File: config.mk
export PLATFORM = sky130hd
export DESIGN_NAME = ubx_aiding_frame_builder
export DESIGN_NICKNAME = d
export VERILOG_FILES = /design/src/uafb_pkg.sv /design/src/ubx_aiding_frame_builder.sv /design/src/uafb_mul.sv /design/src/uafb_fletcher.sv
export SDC_FILE = /design/constraint.sdc
export NUM_CORES = 1
export LEC_CHECK = 0
export BUFFER_PORTS_ARGS = -buffer_cell sky130_fd_sc_hd__buf_2
export CORE_MARGIN = 5
export CORE_UTILIZATION = 45
export CTS_BUF_LIST = sky130_fd_sc_hd__clkbuf_8
export DETAILED_ROUTE_END_ITERATION = 8
export HOLD_SLACK_MARGIN = 0.02
export PLACE_DENSITY_LB_ADDON = 0.25
export RECOVER_POWER = 25
export SKIP_CTS_REPAIR_TIMING = 1
export SYNTH_ARGS = -nofsm -noshare
export SYNTH_HDL_FRONTEND = slang
export SYNTH_HIERARCHICAL = 1
export SYNTH_SLANG_ARGS = --single-unit
File: constraint.sdc
create_clock -name i_clk -period 9.7 [get_ports i_clk]
set_clock_uncertainty 0.2 [all_clocks]
set_input_delay 1.94 -clock i_clk [delete_from_list [all_inputs] [get_ports i_clk]]
set_output_delay 1.94 -clock i_clk [all_outputs]
set_load 0.02 [all_outputs]
File: src/uafb_pkg.sv
package uafb_pkg;

    localparam int IN_W   = 160;
    localparam int BYTE_W = 8;
    localparam int IDX_W  = 5;
    localparam int MUL_AW = 32;
    localparam int MUL_BW = 20;

    localparam logic [7:0] SYNC_1      = 8'hB5;
    localparam logic [7:0] SYNC_2      = 8'h62;
    localparam logic [7:0] MSG_CLASS   = 8'h13;
    localparam logic [7:0] MSG_ID      = 8'h40;
    localparam logic [7:0] LEN_POS     = 8'd20;
    localparam logic [7:0] LEN_TIME    = 8'd24;
    localparam logic [7:0] TYPE_POS    = 8'h01;
    localparam logic [7:0] TYPE_TIME   = 8'h10;
    localparam logic [IDX_W-1:0] LAST_POS  = 5'd27;
    localparam logic [IDX_W-1:0] LAST_TIME = 5'd31;

    localparam logic [MUL_BW-1:0] CM_PER_M  = 20'd100;
    localparam logic [MUL_BW-1:0] NS_PER_MS = 20'd1000000;
    localparam logic [31:0]       TACC_MAX_MS = 32'd4000;
    localparam logic [31:0]       TACC_COARSE = 32'hFFFF_FFFF;
    localparam logic [11:0]       YEAR_MIN = 12'd2024;
    localparam logic [11:0]       YEAR_MAX = 12'd2099;
    localparam logic [3:0]        MONTH_MAX = 4'd12;

    localparam logic CMD_POS  = 1'b0;
    localparam logic CMD_TIME = 1'b1;

    typedef struct packed {
        logic             clear;
        logic             add;
        logic [7:0]       data;
    } t_cks_ctrl;

    // Latched request fields used to build the frame body.
    typedef struct packed {
        logic        cmd;
        logic [31:0] lat;
        logic [31:0] lng;
        logic [11:0] year;
        logic [3:0]  month;
        logic [4:0]  day;
        logic [4:0]  hour;
        logic [5:0]  minute;
        logic [5:0]  second;
    } t_req;

    // Frame body byte at a given index; checksum bytes are supplied elsewhere.
    function automatic logic [7:0] frame_byte(input t_req req, input logic [IDX_W-1:0] idx,
                                              input logic [31:0] acc);
        logic [7:0] b;
        b = 8'h00;
        if (idx == 5'd0)      b = SYNC_1;
        else if (idx == 5'd1) b = SYNC_2;
        else if (idx == 5'd2) b = MSG_CLASS;
        else if (idx == 5'd3) b = MSG_ID;
        else if (req.cmd == CMD_POS) begin
            unique case (idx)
                5'd4:    b = LEN_POS;
                5'd6:    b = TYPE_POS;
                5'd10:   b = req.lat[7:0];
                5'd11:   b = req.lat[15:8];
                5'd12:   b = req.lat[23:16];
                5'd13:   b = req.lat[31:24];
                5'd14:   b = req.lng[7:0];
                5'd15:   b = req.lng[15:8];
                5'd16:   b = req.lng[23:16];
                5'd17:   b = req.lng[31:24];
                5'd22:   b = acc[7:0];
                5'd23:   b = acc[15:8];
                5'd24:   b = acc[23:16];
                5'd25:   b = acc[31:24];
                default: b = 8'h00;
            endcase
        end else begin
            unique case (idx)
                5'd4:    b = LEN_TIME;
                5'd6:    b = TYPE_TIME;
                5'd10:   b = req.year[7:0];
                5'd11:   b = {4'h0, req.year[11:8]};
                5'd12:   b = {4'h0, req.month};
                5'd13:   b = {3'h0, req.day};
                5'd14:   b = {3'h0, req.hour};
                5'd15:   b = {2'h0, req.minute};
                5'd16:   b = {2'h0, req.second};
                5'd26:   b = acc[7:0];
                5'd27:   b = acc[15:8];
                5'd28:   b = acc[23:16];
                5'd29:   b = acc[31:24];
                default: b = 8'h00;
            endcase
        end
        return b;
    endfunction

endpackage

File: src/ubx_aiding_frame_builder.sv
// Channel | Dir | tdata (low bit up)                         | tuser | tlast
// s_axis  | in  | lat_e7 lng_e7 pos_accuracy_m year month day | cmd   | -
//         |     | hour minute second time_accuracy_ms, pad 160|       |
// m_axis  | out | out_byte                                   | -     | last_byte
//
// A request is set up (latch, shared multiply), then sends one frame byte
// per cycle unless m_axis stalls: 28 bytes for a position frame, 32 for a
// time frame, none if dropped. The multiplier is shared by both commands,
// the checksum adder by summed bytes; a single output register sends them.
// A stall on m_axis holds the sequencer. Reset is synchronous, active low.
module ubx_aiding_frame_builder (
    input  logic                        i_clk,
    input  logic                        i_rst_n,
    input  logic                        i_s_axis_tvalid,
    output logic                        o_s_axis_tready,
    // lat_e7[30:0] lng_e7[62:31] pos_accuracy_m[88:63] year_value[100:89]
    // month_value[104:101] day_value[109:105] hour_value[114:110]
    // minute_value[120:115] second_value[126:121] time_accuracy_ms[158:127]
    input  logic [uafb_pkg::IN_W-1:0]   i_s_axis_tdata,
    // cmd[0]
    input  logic                        i_s_axis_tuser,
    output logic                        o_m_axis_tvalid,
    input  logic                        i_m_axis_tready,
    // out_byte[7:0]
    output logic [uafb_pkg::BYTE_W-1:0] o_m_axis_tdata,
    output logic                        o_m_axis_tlast
);
    import uafb_pkg::*;

    localparam logic [1:0] ST_IDLE = 2'd0;
    localparam logic [1:0] ST_MUL  = 2'd1;
    localparam logic [1:0] ST_SEND = 2'd2;

    logic [1:0]       r_state;
    t_req             r_req;
    logic             r_ok;
    logic             r_coarse;
    logic [IDX_W-1:0] r_idx;
    logic             r_out_valid;
    logic [7:0]       r_out_data;
    logic             r_out_last;

    logic        in_cmd;
    logic [30:0] in_lat;
    logic [31:0] in_lng;
    logic [25:0] in_acc;
    logic [11:0] in_year;
    logic [3:0]  in_month;
    logic [4:0]  in_day;
    logic [31:0] in_tacc;
    logic        accept, in_ok, load;
    logic [IDX_W-1:0] last_idx;
    logic [31:0] product, acc_word;
    logic [7:0]  sum_a, sum_b, next_byte;
    t_cks_ctrl   cks_ctrl;

    assign in_cmd   = i_s_axis_tuser;
    assign in_lat   = i_s_axis_tdata[30:0];
    assign in_lng   = i_s_axis_tdata[62:31];
    assign in_acc   = i_s_axis_tdata[88:63];
    assign in_year  = i_s_axis_tdata[100:89];
    assign in_month = i_s_axis_tdata[104:101];
    assign in_day   = i_s_axis_tdata[109:105];
    assign in_tacc  = i_s_axis_tdata[158:127];

    assign o_s_axis_tready = (r_state == ST_IDLE);
    assign accept = i_s_axis_tvalid && o_s_axis_tready;

    always_comb begin
        if (in_cmd == CMD_POS) begin
            in_ok = (in_lat != 31'd0) || (in_lng != 32'd0);
        end else begin
            in_ok = (in_year >= YEAR_MIN) && (in_year <= YEAR_MAX) &&
                    (in_month != 4'd0) && (in_month <= MONTH_MAX) && (in_day != 5'd0);
        end
    end

    uafb_mul u_mul (
        .i_clk     (i_clk),
        .i_start   (accept),
        .i_a       ((in_cmd == CMD_TIME) ? in_tacc : {6'd0, in_acc}),
        .i_b       ((in_cmd == CMD_TIME) ? NS_PER_MS : CM_PER_M),
        .o_product (product)
    );

    assign last_idx = (r_req.cmd == CMD_TIME) ? LAST_TIME : LAST_POS;
    assign acc_word = (r_req.cmd == CMD_TIME && r_coarse) ? TACC_COARSE : product;
    assign load     = (r_state == ST_SEND) && (!r_out_valid || i_m_axis_tready);

    always_comb begin
        if (r_idx == last_idx - 5'd1)  next_byte = sum_a;
        else if (r_idx == last_idx)    next_byte = sum_b;
        else                           next_byte = frame_byte(r_req, r_idx, acc_word);
    end

    always_comb begin
        cks_ctrl.clear = accept;
        cks_ctrl.add   = load && (r_idx >= 5'd2) && (r_idx < last_idx - 5'd1);
        cks_ctrl.data  = next_byte;
    end

    uafb_fletcher u_fletcher (
        .i_clk   (i_clk),
        .i_rst_n (i_rst_n),
        .i_ctrl  (cks_ctrl),
        .o_sum_a (sum_a),
        .o_sum_b (sum_b)
    );

    always_ff @(posedge i_clk) begin
        if (!i_rst_n) begin
            r_state     <= ST_IDLE;
            r_out_valid <= 1'b0;
        end else begin
            unique case (r_state)
                ST_IDLE: if (accept) r_state <= ST_MUL;
                ST_MUL:  r_state <= r_ok ? ST_SEND : ST_IDLE;
                ST_SEND: if (load && r_idx == last_idx) r_state <= ST_IDLE;
                default: r_state <= ST_IDLE;
            endcase
            if (load) r_out_valid <= 1'b1;
            else if (i_m_axis_tready) r_out_valid <= 1'b0;
        end
    end

    always_ff @(posedge i_clk) begin
        if (accept) begin
            r_req.cmd    <= in_cmd;
            r_req.lat    <= {in_lat[30], in_lat};
            r_req.lng    <= in_lng;
            r_req.year   <= in_year;
            r_req.month  <= in_month;
            r_req.day    <= in_day;
            r_req.hour   <= i_s_axis_tdata[114:110];
            r_req.minute <= i_s_axis_tdata[120:115];
            r_req.second <= i_s_axis_tdata[126:121];
            r_ok         <= in_ok;
            r_coarse     <= (in_tacc > TACC_MAX_MS);
            r_idx        <= '0;
        end else if (load) begin
            r_idx <= r_idx + 5'd1;
        end
        if (load) begin
            r_out_data <= next_byte;
            r_out_last <= (r_idx == last_idx);
        end
    end

    assign o_m_axis_tvalid = r_out_valid;
    assign o_m_axis_tdata  = r_out_data;
    assign o_m_axis_tlast  = r_out_valid && r_out_last;

endmodule

File: src/uafb_mul.sv
module uafb_mul (
    input  logic                          i_clk,
    input  logic                          i_start,
    input  logic [uafb_pkg::MUL_AW-1:0]   i_a,
    input  logic [uafb_pkg::MUL_BW-1:0]   i_b,
    output logic [31:0]                   o_product
);
    import uafb_pkg::*;

    logic [MUL_AW-1:0]        r_a;
    logic [MUL_BW-1:0]        r_b;
    logic [MUL_AW+MUL_BW-1:0] n_p;
    logic [31:0]              r_p;

    assign n_p = r_a * r_b;

    always_ff @(posedge i_clk) begin
        if (i_start) begin
            r_a <= i_a;
            r_b <= i_b;
        end
        // keep the low word: the frame field wraps modulo 2^32
        r_p <= n_p[31:0];
    end

    assign o_product = r_p;

endmodule

File: src/uafb_fletcher.sv
module uafb_fletcher (
    input  logic                  i_clk,
    input  logic                  i_rst_n,
    input  uafb_pkg::t_cks_ctrl   i_ctrl,
    output logic [7:0]            o_sum_a,
    output logic [7:0]            o_sum_b
);
    import uafb_pkg::*;

    logic [7:0] r_sum_a, r_sum_b;
    logic [7:0] n_sum_a, n_sum_b;

    always_comb begin
        n_sum_a = r_sum_a;
        n_sum_b = r_sum_b;
        if (i_ctrl.clear) begin
            n_sum_a = 8'h00;
            n_sum_b = 8'h00;
        end else if (i_ctrl.add) begin
            n_sum_a = r_sum_a + i_ctrl.data;
            n_sum_b = r_sum_b + n_sum_a;
        end
    end

    always_ff @(posedge i_clk) begin
        if (!i_rst_n) begin
            r_sum_a <= 8'h00;
            r_sum_b <= 8'h00;
        end else begin
            r_sum_a <= n_sum_a;
            r_sum_b <= n_sum_b;
        end
    end

    assign o_sum_a = r_sum_a;
    assign o_sum_b = r_sum_b;

endmodule

Word level (Yosys, flattened, before mapping)
Index checks and enable logic that the tools add are counted.
{"block": "totals", "register_bits": 221, "latch_bits": 0, "mem_bits_rw": 0, "mem_bits_ro": 0, "in_bits": 165, "elab_cells": 104, "memories": 0}
{"block": "classes", "n_addsub": 4, "mul": 1, "n_div": 0, "order_cmp": 6, "n_eq_ne": 27, "shifts": 0, "muxes": 20, "bitwise": 1, "n_reduce_logical": 23}
{"cell": "$pmux 8 s14", "count": 1}
{"cell": "$pmux 8 s13", "count": 1}
{"cell": "$mux 8", "count": 7}
{"cell": "$eq 5x5->1 const B", "count": 10}
{"cell": "$gt 32x12->1 const B", "count": 1}
{"cell": "$mul 32x20->32", "count": 1}
{"cell": "$mux 32", "count": 1}
{"cell": "$reduce_bool 32->1", "count": 1}
{"cell": "$reduce_bool 31->1", "count": 1}
{"cell": "$eq 5x4->1 const B", "count": 6}
{"cell": "$mux 26", "count": 1}
{"cell": "$mux 20", "count": 1}
{"cell": "$add 8x8->8", "count": 2}
{"cell": "$ge 12x11->1 const B", "count": 1}
{"cell": "$le 12x12->1 const B", "count": 1}
{"cell": "$logic_and 1x1->1", "count": 11}
{"cell": "$eq 5x2->1 const B", "count": 2}
{"cell": "$eq 5x3->1 const B", "count": 2}
{"cell": "$eq 5x5->1", "count": 2}
{"cell": "$mux 2", "count": 3}
{"cell": "$pmux 2 s3", "count": 1}
{"cell": "$add 5x1->5 const B", "count": 1}
{"cell": "$eq 5x1->1 const B", "count": 1}
{"cell": "$ge 5x2->1 const B", "count": 1}
{"cell": "18 further kinds", "count": 22}

Longest topological paths before layout
{"block": "logic_depth", "depth_word": 12, "depth_mapped": 26}

Hierarchy
Netlist, hierarchy kept.
{"module": "uafb_mul", "n_inst": 1, "cells_per_inst": 1627, "area_each_um2": 15651.3, "seq_area_each_um2": 2202.1}
{"module": "ubx_aiding_frame_builder", "n_inst": 1, "cells_per_inst": 555, "area_each_um2": 6551.3, "seq_area_each_um2": 3553.4}
{"module": "uafb_fletcher", "n_inst": 1, "cells_per_inst": 133, "area_each_um2": 1171.1, "seq_area_each_um2": 320.3}

Worst setup path after synthesis
OpenSTA, ideal clock, no wires.
{"block": "synth_path", "path_type": "in2reg", "startpoint": "input port i_s_axis_tvalid", "endpoint": "register u_fletcher.r_sum_a[6] (netlist: u_fletcher/o_sum_a[6])", "arrival_time_ns": 7.544, "slack_ns": 1.824, "path_stages": 6, "n_path_buf": 1, "cell_sequence": "and2_1 > clkbuf_1 > nor2b_1 > nand4b_1 > a21o_1 > o211ai_1"}
{"block": "synth_between", "elab_chain_cells": 2}
{"item": "start, declared", "line_no": "ubx_aiding_frame_builder.sv:14", "text": "input logic i_s_axis_tvalid,"}
{"item": "$logic_and 1x1->1", "line_no": "ubx_aiding_frame_builder.sv:67", "text": "assign accept = i_s_axis_tvalid && o_s_axis_tready;"}
{"item": "via accept", "line_no": "ubx_aiding_frame_builder.sv:51", "text": "logic accept, in_ok, load;"}
{"item": "$reduce_or 2->1 (no source line)"}
{"item": "end signal, assigned", "line_no": "uafb_fletcher.sv:30", "text": "r_sum_a <= n_sum_a;"}
{"item": "end, declared", "line_no": "uafb_fletcher.sv:10", "text": "logic [7:0] r_sum_a, r_sum_b;"}
The timed path passes the listed nets, and every way through them passes these cells.
A chain may end at the register's enable or synchronous reset.

Worst setup path after layout
{"block": "layout_path", "startpoint": "register u_mul.r_b[11]", "endpoint": "register u_mul.r_p[31] (netlist: u_mul/o_product[31])"}
{"block": "layout_between", "elab_chain_cells": 1}
{"item": "start, declared", "line_no": "uafb_mul.sv:11", "text": "logic [MUL_BW-1:0] r_b;"}
{"item": "start signal, assigned", "line_no": "uafb_mul.sv:20", "text": "r_b <= i_b;"}
{"item": "$mul 32x20->32", "line_no": "uafb_mul.sv:15", "text": "assign n_p = r_a * r_b;"}
{"item": "via u_mul.n_p[31]", "line_no": "uafb_mul.sv:12", "text": "logic [MUL_AW+MUL_BW-1:0] n_p;"}
{"item": "end signal, assigned", "line_no": "uafb_mul.sv:23", "text": "r_p <= n_p[31:0];"}
{"item": "end, declared", "line_no": "uafb_mul.sv:13", "text": "logic [31:0] r_p;"}
The timed path passes the listed nets, and every way through them passes these cells.

==> metrics <==
first-pass GRT wire length 103 mm; Netlist cell types 87; I/O Pins 176; WP data arrival 7780 ps; Cells after Synth between 2000 and 2500; Sequential Area roughly 6100 um^2; Final Non-Filler Cells 3152; Synth Warn # 6; Synth Area in Adders 0.358; initial antenna violation count 1; core area 51400 um^2; Final Hold Fails 0; Fill cells 4826; Final min period ~7500 ps; dpl hpwl 49.2 mm; Pre-antenna DRT Iters 5; DIE AREA 56600 um^2; CTS Buf Count 39; worst-path fanout max 21; post-synth top area cell fa_1; Final Wtd Congestion 0.914; Slew @ Worst Pin 1050 ps; register bit total from synthesis 221; Max Cap Viol 0; synthesized area 23400 um^2; Hold Worst Slack between 300 and 400 ps; pins over their slew limit 0; FMAX roughly 0.13 GHz; total number of vias ~17000; Total GRT Usage 0.233; PortBufs 174; Final #Nets 3062; number of flops mapped to enable cells by yosys 165; worst hold-check path type flip-flop to flip-flop; area of the multi-input gates 15200 um^2; initial DRC count 1197; # rows 83; crit-path cells nand2_1 -> fa_1 -> inv_1 -> fa_1 -> inv_1 -> fa_1 -> inv_1 -> fa_1 -> fa_1 -> fa_1 -> inv_1 -> fa_1 -> inv_1 -> ha_1 -> a21o_1 -> a21o_1 -> a2111oi_4 -> a2bb2oi_2 -> a21boi_4 -> o21ai_2 -> a221oi_2 -> xnor2_1; Initial Util 0.455; Synth Area in Simple Gates 0.159; unrepaired setup endpoints after global routing no; Mean Syn Cell Area 10.1 um^2; final setup fails 0; Crit Path Category flip-flop to flip-flop; Max Buffers Root-to-Sink 3; Root Driver clkbuf_8; Critical-path top delay cell edfxtp_1; cell mode on critical path fa_1; Critical Path Start Type flip-flop; layout cell share with drive strength beyond 1 0.0963; Compound-Gate Fraction of Synth Area 0.0833; mux share of post-synthesis cell area 0.0203; largest family of logic cells by synthesized area adder cells; sequential area share after synthesis 0.260; most common cell after layout, fill and taps aside inv_1; Synth top area share 0.304; Worst Setup End Kind flip-flop; H-tree depth 2; Die Ht 238 um; diode count 0; XOR/XNOR share of the synthesized area 0.0281; DIE WIDTH 238 um; clock sink total 221; asr flop ratio synth 0; GRT Residual Overflow 0; top post-synthesis cells by area fa_1, edfxtp_1, inv_1, and2_1, ha_1; Detail Route Antenna Nets 0; CTS tree built; Buf/Inv on CP 5; Worst-Skew Late Latency 610 ps; DRC violations left 0; Worst-path clk slew 60 ps; most frequent cells in the layout inv_1, fa_1, nand2_1; crit share post-route 0.774; outcome finished clean; ys flop type edfxtp_1; Syn-to-layout area delta 8.89%; setup TNS 0 ps; CP peak stage delay 960 ps; placed insts 3080; via count of the first global-routing pass about 19000; Worst EP required 9980 ps; CP top delay family adder cells; Vias/cell approximately 5.5; post-layout util 0.495; final WL 65.4 mm; Worst slew margin 0.300; largest net degree at the start of global routing 76; Routed WL per cell 20.7 um
[per-layer routing]
metal	up-vias	track usage	wire length, um
met2	757	0.397	31500
li1	7631	-	-
met3	184	0.0377	5020
met4	4	0.0889	2740
met1	8639	0.300	26100
met5	-	0	21
[cell usage after synthesis, types with 7 or more instances]
library cell,count
inv_1,418
fa_1,355
nand2_1,276
and2_1,243
edfxtp_1,165
ha_1,101
clkbuf_1,98
xnor2_1,61
dfxtp_1,56
nor2_1,54
o21ai_0,52
a21oi_1,47
a22oi_1,30
mux2_2,28
nand4_1,24
nor4_1,22
a21o_1,18
mux2i_1,16
nand3_1,16
a211oi_1,14
nor3_1,14
xor2_1,14
o211ai_1,12
buf_2,10
and3_1,9
and4b_1,9
buf_4,7
nand2b_1,7
[metrics by stage]
step                      worst slack, ps  instance area (um^2)
after detailed placement             2190                 24800
final                                2200                 25500
after CTS                            2200                 25500
after global placement               2250                 24800
after floorplan                      1820                 23400
after global routing                 1860                 25500
[cell type report]
type | instances | share of cell area
multi-input cells | 1562 | 0.598
flip-flops and latches | 221 | 0.239
inverters | 418 | 0.0616
repair buffers | 199 | 0.0380
well taps | 680 | 0.0334
clock buffers | 43 | 0.0233
clock inverters | 29 | 0.00644
[flip-flops by register name, indices dropped and copies added (netlist names)]
name,cells
r_req,102
r_idx,5
u_mul/o_product,32
u_mul/r_b,20
r_coarse,1
o_m_axis_tdata,8
r_out_last,1
r_ok,1
o_m_axis_tvalid,1
r_state,2
u_fletcher/o_sum_a,8
u_fletcher/o_sum_b,8
u_mul/r_a,32
[tightest hold or removal path: cells and delay by family, from the launching register on]
| family | cells | cell delay, ps |
|---|---|---|
| muxes | 1 | 50 |
| and+or+nand+nor | 1 | 70 |
| DFF | 1 | 340 |
[path summary, 6_finish.rpt]
kind                                       startpoint                     to  slack [ps]  cells past startpoint
worst min register to register  u_fletcher/o_sum_b[7]  u_fletcher/o_sum_b[7]         300                      2
worst max register to register          u_mul/r_b[11]    u_mul/o_product[31]        2200                     22
worst min-delay path            u_fletcher/o_sum_b[7]  u_fletcher/o_sum_b[7]         300                      2
worst max-delay path                    u_mul/r_b[11]    u_mul/o_product[31]        2200                     22
[cells by family after synthesis]
kind of cell               Yosys count
and+or+nand+nor                    710
buffers and inverters              542
adders and majority gates          456
AOI/OAI and AO/OA                  265
DFF                                221
xor gates and xnor gates            75
muxes                               44
other                                2
Power is left out: the tool's default activity adds up to more than one toggle a clock period on the data nets, which glitch-free logic cannot reach.
